### src/rtl/core/mis_pkg.sv
`timescale 1ns / 1ps

package mis_pkg;

  // Widths of the item fields.
  localparam int unsigned COORD_W  = 6;
  localparam int unsigned RAND_W   = 16;
  localparam int unsigned THR_W    = 16;
  localparam int unsigned ENERGY_W = 15;
  localparam int unsigned MAG_W    = 14;
  localparam int unsigned HSUM_W   = 4;

  // Wide enough for row * side + col at the largest lattice.
  localparam int unsigned ADDR_CALC_W = 2 * COORD_W + 1;

  localparam int unsigned IN_TDATA_W  = 32;
  localparam int unsigned OUT_TDATA_W = 32;

  // Configuration port.
  localparam int unsigned CFG_INDEX_W = 2;
  localparam int unsigned CFG_DATA_W  = 16;

  typedef enum logic [CFG_INDEX_W-1:0] {
    REG_THR_TWO  = 2'd0,
    REG_THR_FOUR = 2'd1
  } cfg_reg_e;

  typedef enum logic {
    REQ_LOAD   = 1'b0,
    REQ_UPDATE = 1'b1
  } req_type_e;

  // Flip decision. The product of the centre spin and the neighbour sum is
  // formed by the caller; a load flips only when the stored value differs.
  function automatic logic flip_decide(
    input logic                     req_type,
    input logic                     load_value,
    input logic                     centre_spin,
    input logic signed [HSUM_W-1:0] prod,
    input logic [RAND_W-1:0]        random_value,
    input logic [THR_W-1:0]         thr_two,
    input logic [THR_W-1:0]         thr_four
  );
    logic change;
    if (req_type == REQ_LOAD) begin
      change = (load_value != centre_spin);
    end else if (prod <= 0) begin
      change = 1'b1;
    end else if (prod == 2) begin
      change = (random_value <= thr_two);
    end else begin
      change = (random_value <= thr_four);
    end
    return change;
  endfunction

endpackage

### src/rtl/core/mis_ram.sv
`timescale 1ns / 1ps

module mis_ram #(
  parameter int unsigned WIDTH = 1,
  parameter int unsigned DEPTH = 1024
) (
  input  logic                     clk_i,
  input  logic                     we_i,
  input  logic [$clog2(DEPTH)-1:0] addr_i,
  input  logic [WIDTH-1:0]         wdata_i,
  output logic [WIDTH-1:0]         rdata_o
);

  logic [WIDTH-1:0] mem_q [DEPTH];
  logic [WIDTH-1:0] rdata_q;

  always_ff @(posedge clk_i) begin
    if (we_i) begin
      mem_q[addr_i] <= wdata_i;
    end
    rdata_q <= mem_q[addr_i];
  end

  assign rdata_o = rdata_q;

endmodule

### src/rtl/core/metropolis_ising_spin_update.sv
`timescale 1ns / 1ps

// Channel   Direction  Signals                        Contents
// s_axis    in         tvalid tready tdata tuser      one load or update request
// m_axis    out        tvalid tready tdata            spin, flip flag, totals, error
// cfg       in         cfg_valid cfg_ready index data threshold register writes
//
// An in-range request passes from transfer to result through five reads of the
// single-port lattice RAM (centre and four neighbours, one per cycle), a state
// that takes the last read word, and a state for the decision and write-back.
// A request with a site outside the lattice goes from idle straight to the result state, with no reads.
// After reset the lattice is swept to +1, one site a cycle, over all
// LATTICE_SIDE * LATTICE_SIDE sites; no request is taken meanwhile.
// A held result stalls the decision cycle of the next request until it is taken.

module metropolis_ising_spin_update import mis_pkg::*; #(
  parameter int unsigned LATTICE_SIDE = 32
) (
  input  logic                    clk_i,
  input  logic                    rst_ni,
  input  logic                    s_axis_tvalid,
  output logic                    s_axis_tready,
  // [5:0] row, [11:6] col, [12] spin_value, [28:13] random_value, [31:29] zero
  input  logic [IN_TDATA_W-1:0]   s_axis_tdata,
  // [0] req_type
  input  logic                    s_axis_tuser,
  output logic                    m_axis_tvalid,
  input  logic                    m_axis_tready,
  // [0] new_spin, [1] flipped, [16:2] total_energy, [30:17] total_magnetization,
  // [31] coord_error
  output logic [OUT_TDATA_W-1:0]  m_axis_tdata,
  input  logic                    cfg_valid_i,
  output logic                    cfg_ready_o,
  input  logic [CFG_INDEX_W-1:0]  cfg_index_i,
  input  logic [CFG_DATA_W-1:0]   cfg_data_i
);

  localparam int unsigned SITE_COUNT = LATTICE_SIDE * LATTICE_SIDE;
  localparam int unsigned AW = $clog2(SITE_COUNT);

  localparam logic signed [ENERGY_W-1:0] ENERGY_RESET = ENERGY_W'(-2 * int'(SITE_COUNT));
  localparam logic signed [MAG_W-1:0]    MAG_RESET    = MAG_W'(SITE_COUNT);
  localparam logic signed [MAG_W-1:0]    MAG_STEP     = MAG_W'(2);
  localparam logic signed [HSUM_W-1:0]   ACC_STEP     = HSUM_W'(1);
  localparam logic [COORD_W-1:0]         LAST_COORD   = COORD_W'(LATTICE_SIDE - 1);
  localparam logic [COORD_W:0]           SIDE_EXT     = (COORD_W + 1)'(LATTICE_SIDE);
  localparam logic [AW-1:0]              LAST_SITE    = AW'(SITE_COUNT - 1);

  localparam logic [3:0] S_CLEAR = 4'd0;
  localparam logic [3:0] S_IDLE  = 4'd1;
  localparam logic [3:0] S_RD_C  = 4'd2;
  localparam logic [3:0] S_RD_U  = 4'd3;
  localparam logic [3:0] S_RD_D  = 4'd4;
  localparam logic [3:0] S_RD_L  = 4'd5;
  localparam logic [3:0] S_RD_R  = 4'd6;
  localparam logic [3:0] S_SUM   = 4'd7;
  localparam logic [3:0] S_DONE  = 4'd8;

  function automatic logic [AW-1:0] site_addr(input logic [COORD_W-1:0] r,
                                              input logic [COORD_W-1:0] c);
    logic [ADDR_CALC_W-1:0] full;
    full = ADDR_CALC_W'(r) * ADDR_CALC_W'(LATTICE_SIDE) + ADDR_CALC_W'(c);
    return full[AW-1:0];
  endfunction

  logic [3:0]                  state_q, state_d;
  logic [AW-1:0]               clr_cnt_q, clr_cnt_d;
  logic                        req_q, req_d;
  logic [COORD_W-1:0]          row_q, row_d;
  logic [COORD_W-1:0]          col_q, col_d;
  logic                        load_q, load_d;
  logic [RAND_W-1:0]           rnd_q, rnd_d;
  logic                        err_q, err_d;
  logic                        spin_c_q, spin_c_d;
  logic signed [HSUM_W-1:0]    acc_q, acc_d;
  logic [THR_W-1:0]            thr_two_q, thr_two_d;
  logic [THR_W-1:0]            thr_four_q, thr_four_d;
  logic signed [ENERGY_W-1:0]  energy_q, energy_d;
  logic signed [MAG_W-1:0]     mag_q, mag_d;
  logic                        out_valid_q, out_valid_d;
  logic [OUT_TDATA_W-1:0]      out_data_q, out_data_d;

  logic                        mem_we;
  logic [AW-1:0]               mem_addr;
  logic                        mem_wdata;
  logic                        mem_rdata;

  logic [COORD_W-1:0]          up_row, down_row, left_col, right_col;
  logic [COORD_W-1:0]          in_row, in_col;
  logic                        in_err;
  logic signed [HSUM_W-1:0]    prod;
  logic                        change;
  logic                        new_spin;
  logic                        out_free;

  mis_ram #(
    .WIDTH (1),
    .DEPTH (SITE_COUNT)
  ) u_lattice (
    .clk_i   (clk_i),
    .we_i    (mem_we),
    .addr_i  (mem_addr),
    .wdata_i (mem_wdata),
    .rdata_o (mem_rdata)
  );

  assign in_row = s_axis_tdata[COORD_W-1:0];
  assign in_col = s_axis_tdata[2*COORD_W-1:COORD_W];
  assign in_err = ({1'b0, in_row} >= SIDE_EXT) || ({1'b0, in_col} >= SIDE_EXT);

  assign up_row    = (row_q == '0) ? LAST_COORD : row_q - 1'b1;
  assign down_row  = (row_q == LAST_COORD) ? '0 : row_q + 1'b1;
  assign left_col  = (col_q == '0) ? LAST_COORD : col_q - 1'b1;
  assign right_col = (col_q == LAST_COORD) ? '0 : col_q + 1'b1;

  // Spin times neighbour sum; the energy change of a flip is twice this.
  assign prod   = spin_c_q ? acc_q : -acc_q;
  assign change = flip_decide(req_q, load_q, spin_c_q, prod, rnd_q, thr_two_q, thr_four_q);
  assign new_spin = change ? ~spin_c_q : spin_c_q;
  assign out_free = !out_valid_q || m_axis_tready;

  assign s_axis_tready = (state_q == S_IDLE);
  assign cfg_ready_o   = 1'b1;
  assign m_axis_tvalid = out_valid_q;
  assign m_axis_tdata  = out_data_q;

  always_comb begin
    thr_two_d  = thr_two_q;
    thr_four_d = thr_four_q;
    if (cfg_valid_i) begin
      case (cfg_index_i)
        REG_THR_TWO:  thr_two_d  = cfg_data_i[THR_W-1:0];
        REG_THR_FOUR: thr_four_d = cfg_data_i[THR_W-1:0];
        default: ;
      endcase
    end
  end

  always_comb begin
    state_d     = state_q;
    clr_cnt_d   = clr_cnt_q;
    req_d       = req_q;
    row_d       = row_q;
    col_d       = col_q;
    load_d      = load_q;
    rnd_d       = rnd_q;
    err_d       = err_q;
    spin_c_d    = spin_c_q;
    acc_d       = acc_q;
    energy_d    = energy_q;
    mag_d       = mag_q;
    out_valid_d = out_valid_q && !m_axis_tready;
    out_data_d  = out_data_q;
    mem_we      = 1'b0;
    mem_addr    = site_addr(row_q, col_q);
    mem_wdata   = 1'b1;

    case (state_q)
      S_CLEAR: begin
        mem_we    = 1'b1;
        mem_addr  = clr_cnt_q;
        clr_cnt_d = clr_cnt_q + 1'b1;
        if (clr_cnt_q == LAST_SITE) begin
          state_d = S_IDLE;
        end
      end
      S_IDLE: begin
        if (s_axis_tvalid) begin
          req_d   = s_axis_tuser;
          row_d   = in_row;
          col_d   = in_col;
          load_d  = s_axis_tdata[2*COORD_W];
          rnd_d   = s_axis_tdata[2*COORD_W+RAND_W:2*COORD_W+1];
          err_d   = in_err;
          state_d = in_err ? S_DONE : S_RD_C;
        end
      end
      S_RD_C: begin
        acc_d   = '0;
        state_d = S_RD_U;
      end
      S_RD_U: begin
        mem_addr = site_addr(up_row, col_q);
        spin_c_d = mem_rdata;
        state_d  = S_RD_D;
      end
      S_RD_D: begin
        mem_addr = site_addr(down_row, col_q);
        acc_d    = mem_rdata ? acc_q + ACC_STEP : acc_q - ACC_STEP;
        state_d  = S_RD_L;
      end
      S_RD_L: begin
        mem_addr = site_addr(row_q, left_col);
        acc_d    = mem_rdata ? acc_q + ACC_STEP : acc_q - ACC_STEP;
        state_d  = S_RD_R;
      end
      S_RD_R: begin
        mem_addr = site_addr(row_q, right_col);
        acc_d    = mem_rdata ? acc_q + ACC_STEP : acc_q - ACC_STEP;
        state_d  = S_SUM;
      end
      S_SUM: begin
        acc_d   = mem_rdata ? acc_q + ACC_STEP : acc_q - ACC_STEP;
        state_d = S_DONE;
      end
      S_DONE: begin
        if (out_free) begin
          if (err_q) begin
            out_data_d = {1'b1, mag_q, energy_q, 1'b0, 1'b0};
          end else begin
            mem_we    = change;
            mem_wdata = new_spin;
            if (change) begin
              energy_d = energy_q + {{(ENERGY_W-HSUM_W-1){prod[HSUM_W-1]}}, prod, 1'b0};
              mag_d    = spin_c_q ? mag_q - MAG_STEP : mag_q + MAG_STEP;
            end
            out_data_d = {1'b0, mag_d, energy_d, change, new_spin};
          end
          out_valid_d = 1'b1;
          state_d     = S_IDLE;
        end
      end
      default: begin
        state_d = S_IDLE;
      end
    endcase
  end

  always_ff @(posedge clk_i or negedge rst_ni) begin
    if (!rst_ni) begin
      state_q     <= S_CLEAR;
      clr_cnt_q   <= '0;
      thr_two_q   <= '0;
      thr_four_q  <= '0;
      energy_q    <= ENERGY_RESET;
      mag_q       <= MAG_RESET;
      out_valid_q <= 1'b0;
    end else begin
      state_q     <= state_d;
      clr_cnt_q   <= clr_cnt_d;
      thr_two_q   <= thr_two_d;
      thr_four_q  <= thr_four_d;
      energy_q    <= energy_d;
      mag_q       <= mag_d;
      out_valid_q <= out_valid_d;
    end
  end

  always_ff @(posedge clk_i) begin
    req_q      <= req_d;
    row_q      <= row_d;
    col_q      <= col_d;
    load_q     <= load_d;
    rnd_q      <= rnd_d;
    err_q      <= err_d;
    spin_c_q   <= spin_c_d;
    acc_q      <= acc_d;
    out_data_q <= out_data_d;
  end

  // The lattice is written only by the reset sweep and the write-back cycle.
  assert property (@(posedge clk_i) disable iff (!rst_ni)
    mem_we |-> (state_q == S_CLEAR || state_q == S_DONE))
    else $error("lattice written outside sweep or write-back");

  // Every flip moves the magnetization by two, so its parity never changes.
  assert property (@(posedge clk_i) disable iff (!rst_ni)
    mag_q[0] == MAG_RESET[0])
    else $error("magnetization parity broken");

  // Bond energy is a sum over an even number of bonds and stays even.
  assert property (@(posedge clk_i) disable iff (!rst_ni)
    energy_q[0] == 1'b0)
    else $error("energy total is odd");

  // A site outside the lattice never reports a flip.
  assert property (@(posedge clk_i) disable iff (!rst_ni)
    m_axis_tvalid |-> !(m_axis_tdata[OUT_TDATA_W-1] && m_axis_tdata[1]))
    else $error("flip reported for an out-of-range site");

endmodule

### config.mk
export PLATFORM = sky130hd
export DESIGN_NAME = metropolis_ising_spin_update
export DESIGN_NICKNAME = d
export VERILOG_FILES = /design/src/rtl/core/mis_pkg.sv /design/src/rtl/core/mis_ram.sv /design/src/rtl/core/metropolis_ising_spin_update.sv
export SDC_FILE = /design/constraint.sdc
export NUM_CORES = 2
export LEC_CHECK = 0
export CELL_PAD_IN_SITES_DETAIL_PLACEMENT = 1
export CELL_PAD_IN_SITES_GLOBAL_PLACEMENT = 1
export CORE_UTILIZATION = 50
export DETAILED_ROUTE_END_ITERATION = 8
export DONT_BUFFER_PORTS = 1
export GPL_ROUTABILITY_DRIVEN = 1
export GPL_TIMING_DRIVEN = 0
export PLACE_DENSITY_LB_ADDON = 0.1
export SYNTH_ARGS = -nofsm -noshare
export SYNTH_HDL_FRONTEND = slang
export SYNTH_HIERARCHICAL = 1
export SYNTH_SLANG_ARGS = --single-unit
### constraint.sdc
create_clock -name clk_i -period 20 [get_ports clk_i]
set_input_delay 3 -clock clk_i [delete_from_list [all_inputs] [get_ports clk_i]]
set_output_delay 3 -clock clk_i [all_outputs]
set_load 0.01 [all_outputs]
==> results by group <==
Timing
  • Slew HR: -11.3%
  • RSZ-0062 raised after global routing: no
  • Tmin final: around 7.2 ns
  • Fmax: about 140 MHz
  • Worst-margin pin slew: between 1.5 and 2 ns
  • Fin. max-slew vios: 36
  • Clock skew: between 0.04 and 0.05 ns
  • # setup viols final: 0
  • Final cycle utilization of the critical path: 36.1%
  • Worst setup margin: approximately 13 ns
  • Min Hold Slack: 0.479 ns
  • Count of final hold-check violations: 0

Place
  • Post-DP HPWL: 127 mm
  • Gpl congestion: between 0.9 and 1
  • Port Buffers: 0
  • Setup WS pre-CTS: ~13 ns

Die
  • Die area: between 100000 and 150000 um^2
  • Core Area: ~100000 um^2
  • IO Pins: between 90 and 100
  • Vert. Die Dim: about 330 um
  • Starting Density: about half
  • Core Rows: approximately 120
  • Die extent in x: between 300 and 400 um

CTS
  • Postcts setup bufs: 0
  • Root Driver: clkbuf_16
  • Cts repair resizes: 0
  • CTS Buf Count: between 100 and 150
  • Clock-pin slew on the worst setup and hold paths: ~0.060 ns
  • # hold bufs at CTS: 0
  • CTS Sinks: 1165
  • Clock latency on the worst-skew pair: between 0.7 and 0.8 ns
  • Max clock buf depth: 3
  • Maximum level of the CTS H-tree: 4
  • TritonCTS clock tree: yes

Setup path
  • FF-to-FF Start: state_q[2]
  • Worst reg2reg setup slack: about 13 ns
  • FF-to-FF End: u_lattice/rdata_o
  • Worst setup EP type: flop
  • Reg2Reg Depth: 13
  • CP required: around 21 ns
  • CP Max Fanout: 9
  • Worst Path Arrival: ~7.7 ns
  • Setup Crit Path Kind: flop to flop
  • Setup crit start kind: flop

Synthesis
  • Synth unique cells: 75
  • Compound-Gate Fraction of Synth Area: 4.68%
  • Yosys top cell area share: roughly 62%
  • Mapped Cells: 4137
  • Avg Synthesized Cell Area: between 10 and 15 um^2
  • Number of flops mapped to enable cells by yosys: ~1.1k
  • Cell Area, Synth: 52600 um^2
  • Yosys warnings: 6
  • Register area share after synthesis: approximately two thirds
  • Post-Synth Simple-Gate Area: around an eighth
  • Synth area leaders: edfxtp_1 62%, mux2i_1 8.7%, nor2_1 8.1%, dfrtp_1 3.3%, o22ai_1 2.4%
  • Asr flop ratio synth: ~6.4%
  • Largest family of logic cells by synthesized area: simple AND/OR/NAND/NOR gates
  • Synth Flop Type: edfxtp_1
  • Post-synthesis xor/xnor area fraction: 0.898%
  • Post-synthesis mux area share: 11.5%
  • Seq cells post-synth: between 1k and 1.5k
  • Post-synthesis adder-cell area fraction: 1.73%
  • Post-synth top area cell: edfxtp_1

Routing
  • 1st-pass router iterations: 7
  • Final WL: 205 mm
  • Initial DRC Count: 5437
  • Via count: approximately 38k
  • DRT antenna net count: 0
  • Vias per cell: about 6.6
  • Wire length per cell: roughly 36 um
  • DRC errors left: 0

Hold path
  • WHS Path Cells: 0
  • Hold path startpoint: u_lattice/rdata_o
  • WHS Endpoint: spin_c_q
  • Worst min path class: flop to flop

Cells and area
  • Fill count: between 10k and 15k
  • Syn-to-layout area delta: 12.0%
  • Reg area: between 30000 and 40000 um^2
  • Most common cell after layout, fill and taps aside: nor2_1
  • Share of layout cells above drive strength 1: ~11%
  • Multi-input logic area: 16200 um^2
  • Most frequent cells in the layout: 1126 x nor2_1, 1090 x edfxtp_1, 456 x mux2i_1
  • Nets: 4420

GRT
  • Largest net degree at the start of global routing: approximately 110
  • Grt total ovfl: 0
  • Antenna violations before repair: 9
  • Total global-route track usage: about two fifths
  • First-pass GRT wire length: 282 mm
  • Vias in the first global route: between 30k and 40k

Power and ir drop
  • PD cells: roughly 170 nW/um^2
  • Worst vdd ir: around 0.00013 V
  • P_leak: 20.2 nW

Status
  • Failing checks: max-capacitance violations, max-slew violations
  • Status: finished with violations

Run
  • # Max-Cap Violations: 4
==> logic make-up (layout without fill, tap and decap cells) <==
family,Yosys count,count (layout)
xor gates and xnor gates,54,54
DFF,1165,1165
other,2,8
buffers and inverters,408,659
AOI/OAI and AO/OA,386,386
and+or+nand+nor,1498,1498
adders and majority gates,71,71
muxes,553,553
==> worst max-delay path by stage <==
| stage | start | to | slack, ns |
|---|---|---|---|
| after CTS | state_q[2] | u_lattice/mem_q[810] | 13.32 |
| after global placement | m_axis_tready | u_lattice/mem_q[336] | -7.29 |
| after global routing | state_q[2] | u_lattice/rdata_o | 13.03 |
| final | state_q[2] | u_lattice/rdata_o | 12.79 |
| after detailed placement | state_q[2] | u_lattice/mem_q[810] | 13.36 |
| after floorplan | m_axis_tready | u_lattice/mem_q[0] | 1.93 |
==> synthesized netlist by cell type (all sizes together) (8+ instances only) <==
cell     instances
nand2b          11
o211ai          14
nor2          1130
o22ai          200
buf            156
clkbuf         189
xnor2           39
nor3            43
ha              68
a211oi          14
edfxtp        1090
inv             62
nand2          137
a21oi           44
nand4           14
dfrtp           69
and3            11
o2111ai         11
nor2b            8
xor2            15
o21ai           51
nor3b            8
mux4            32
nor4            54
nand3           33
mux2i          456
nand3b           8
mux2            65
==> layer usage <==
layer / track usage (%) / up-vias / routed length (um)
met5: 0 / - / 70
met4: 22.5 / 10 / 13900
met3: 11.2 / 662 / 25600
met2: 58.1 / 2546 / 91000
met1: 48.9 / 19500 / 74900
li1: - / 15300 / -
==> state kept, by name, indices dropped and copies added (netlist names) <==
signal             count
u_lattice/mem_q     1024
m_axis_tdata          30
rnd_q                 16
thr_four_q            16
thr_two_q             16
energy_q              14
mag_q                 13
clr_cnt_q             10
col_q                  6
row_q                  6
acc_q                  4
state_q                4
err_q                  1
load_q                 1
m_axis_tvalid          1
req_q                  1
spin_c_q               1
u_lattice/rdata_o      1
==> power breakdown <==
part / leakage (nW) / total (mW) / switching (mW) / internal [mW]
clock: 2.01 / 2.37 / 1.00 / 1.37
sequential: 11.4 / 2.88 / 0.0698 / 2.81
combinational: 6.79 / 5.01 / 3.62 / 1.39
==> metrics by stage <==
step | setup TNS [ns] | utilization [%] | total power [mW] | cells | cell area, um^2
after floorplan | 0 | - | 5.55 | 4138 | 52700
after global placement | -7358.75 | 52.3 | 7.66 | 5518 | 54400
after detailed placement | 0 | 52.7 | 7.64 | 5538 | 54800
after CTS | 0 | 56.7 | 10.0 | 5768 | 58900
after global routing | 0 | 56.7 | 10.3 | 5770 | 59000
final | 0 | 56.7 | 10.3 | 5774 | 59000
==> worst max-delay path, stage by stage (launching register included) <==
cell and delay, ns:
dfrtp_1 0.32, clkbuf_1 0.31, nor4b_2 0.77, nand2_1 0.30
nor4_1 0.41, o22ai_1 0.17, ha_1 0.32, a222oi_1 0.08
inv_1 0.53, clkinv_1 0.96, nor4_1 1.56, nor3_1 0.27
a211oi_1 0.59, nand3_1 0.37
==> final cells by class <==
type,instances,area share (%)
sequential,1165,58.7
clock inverter,56,0.925
inverter,63,0.410
clock buffer,174,6.08
tap,1380,2.93
multi-input combinational,2565,27.5
timing repair buffer,21,0.666
antenna,5,0.0212
buffer,345,2.76
No activity file was read; power rests on OpenSTA's default activity.
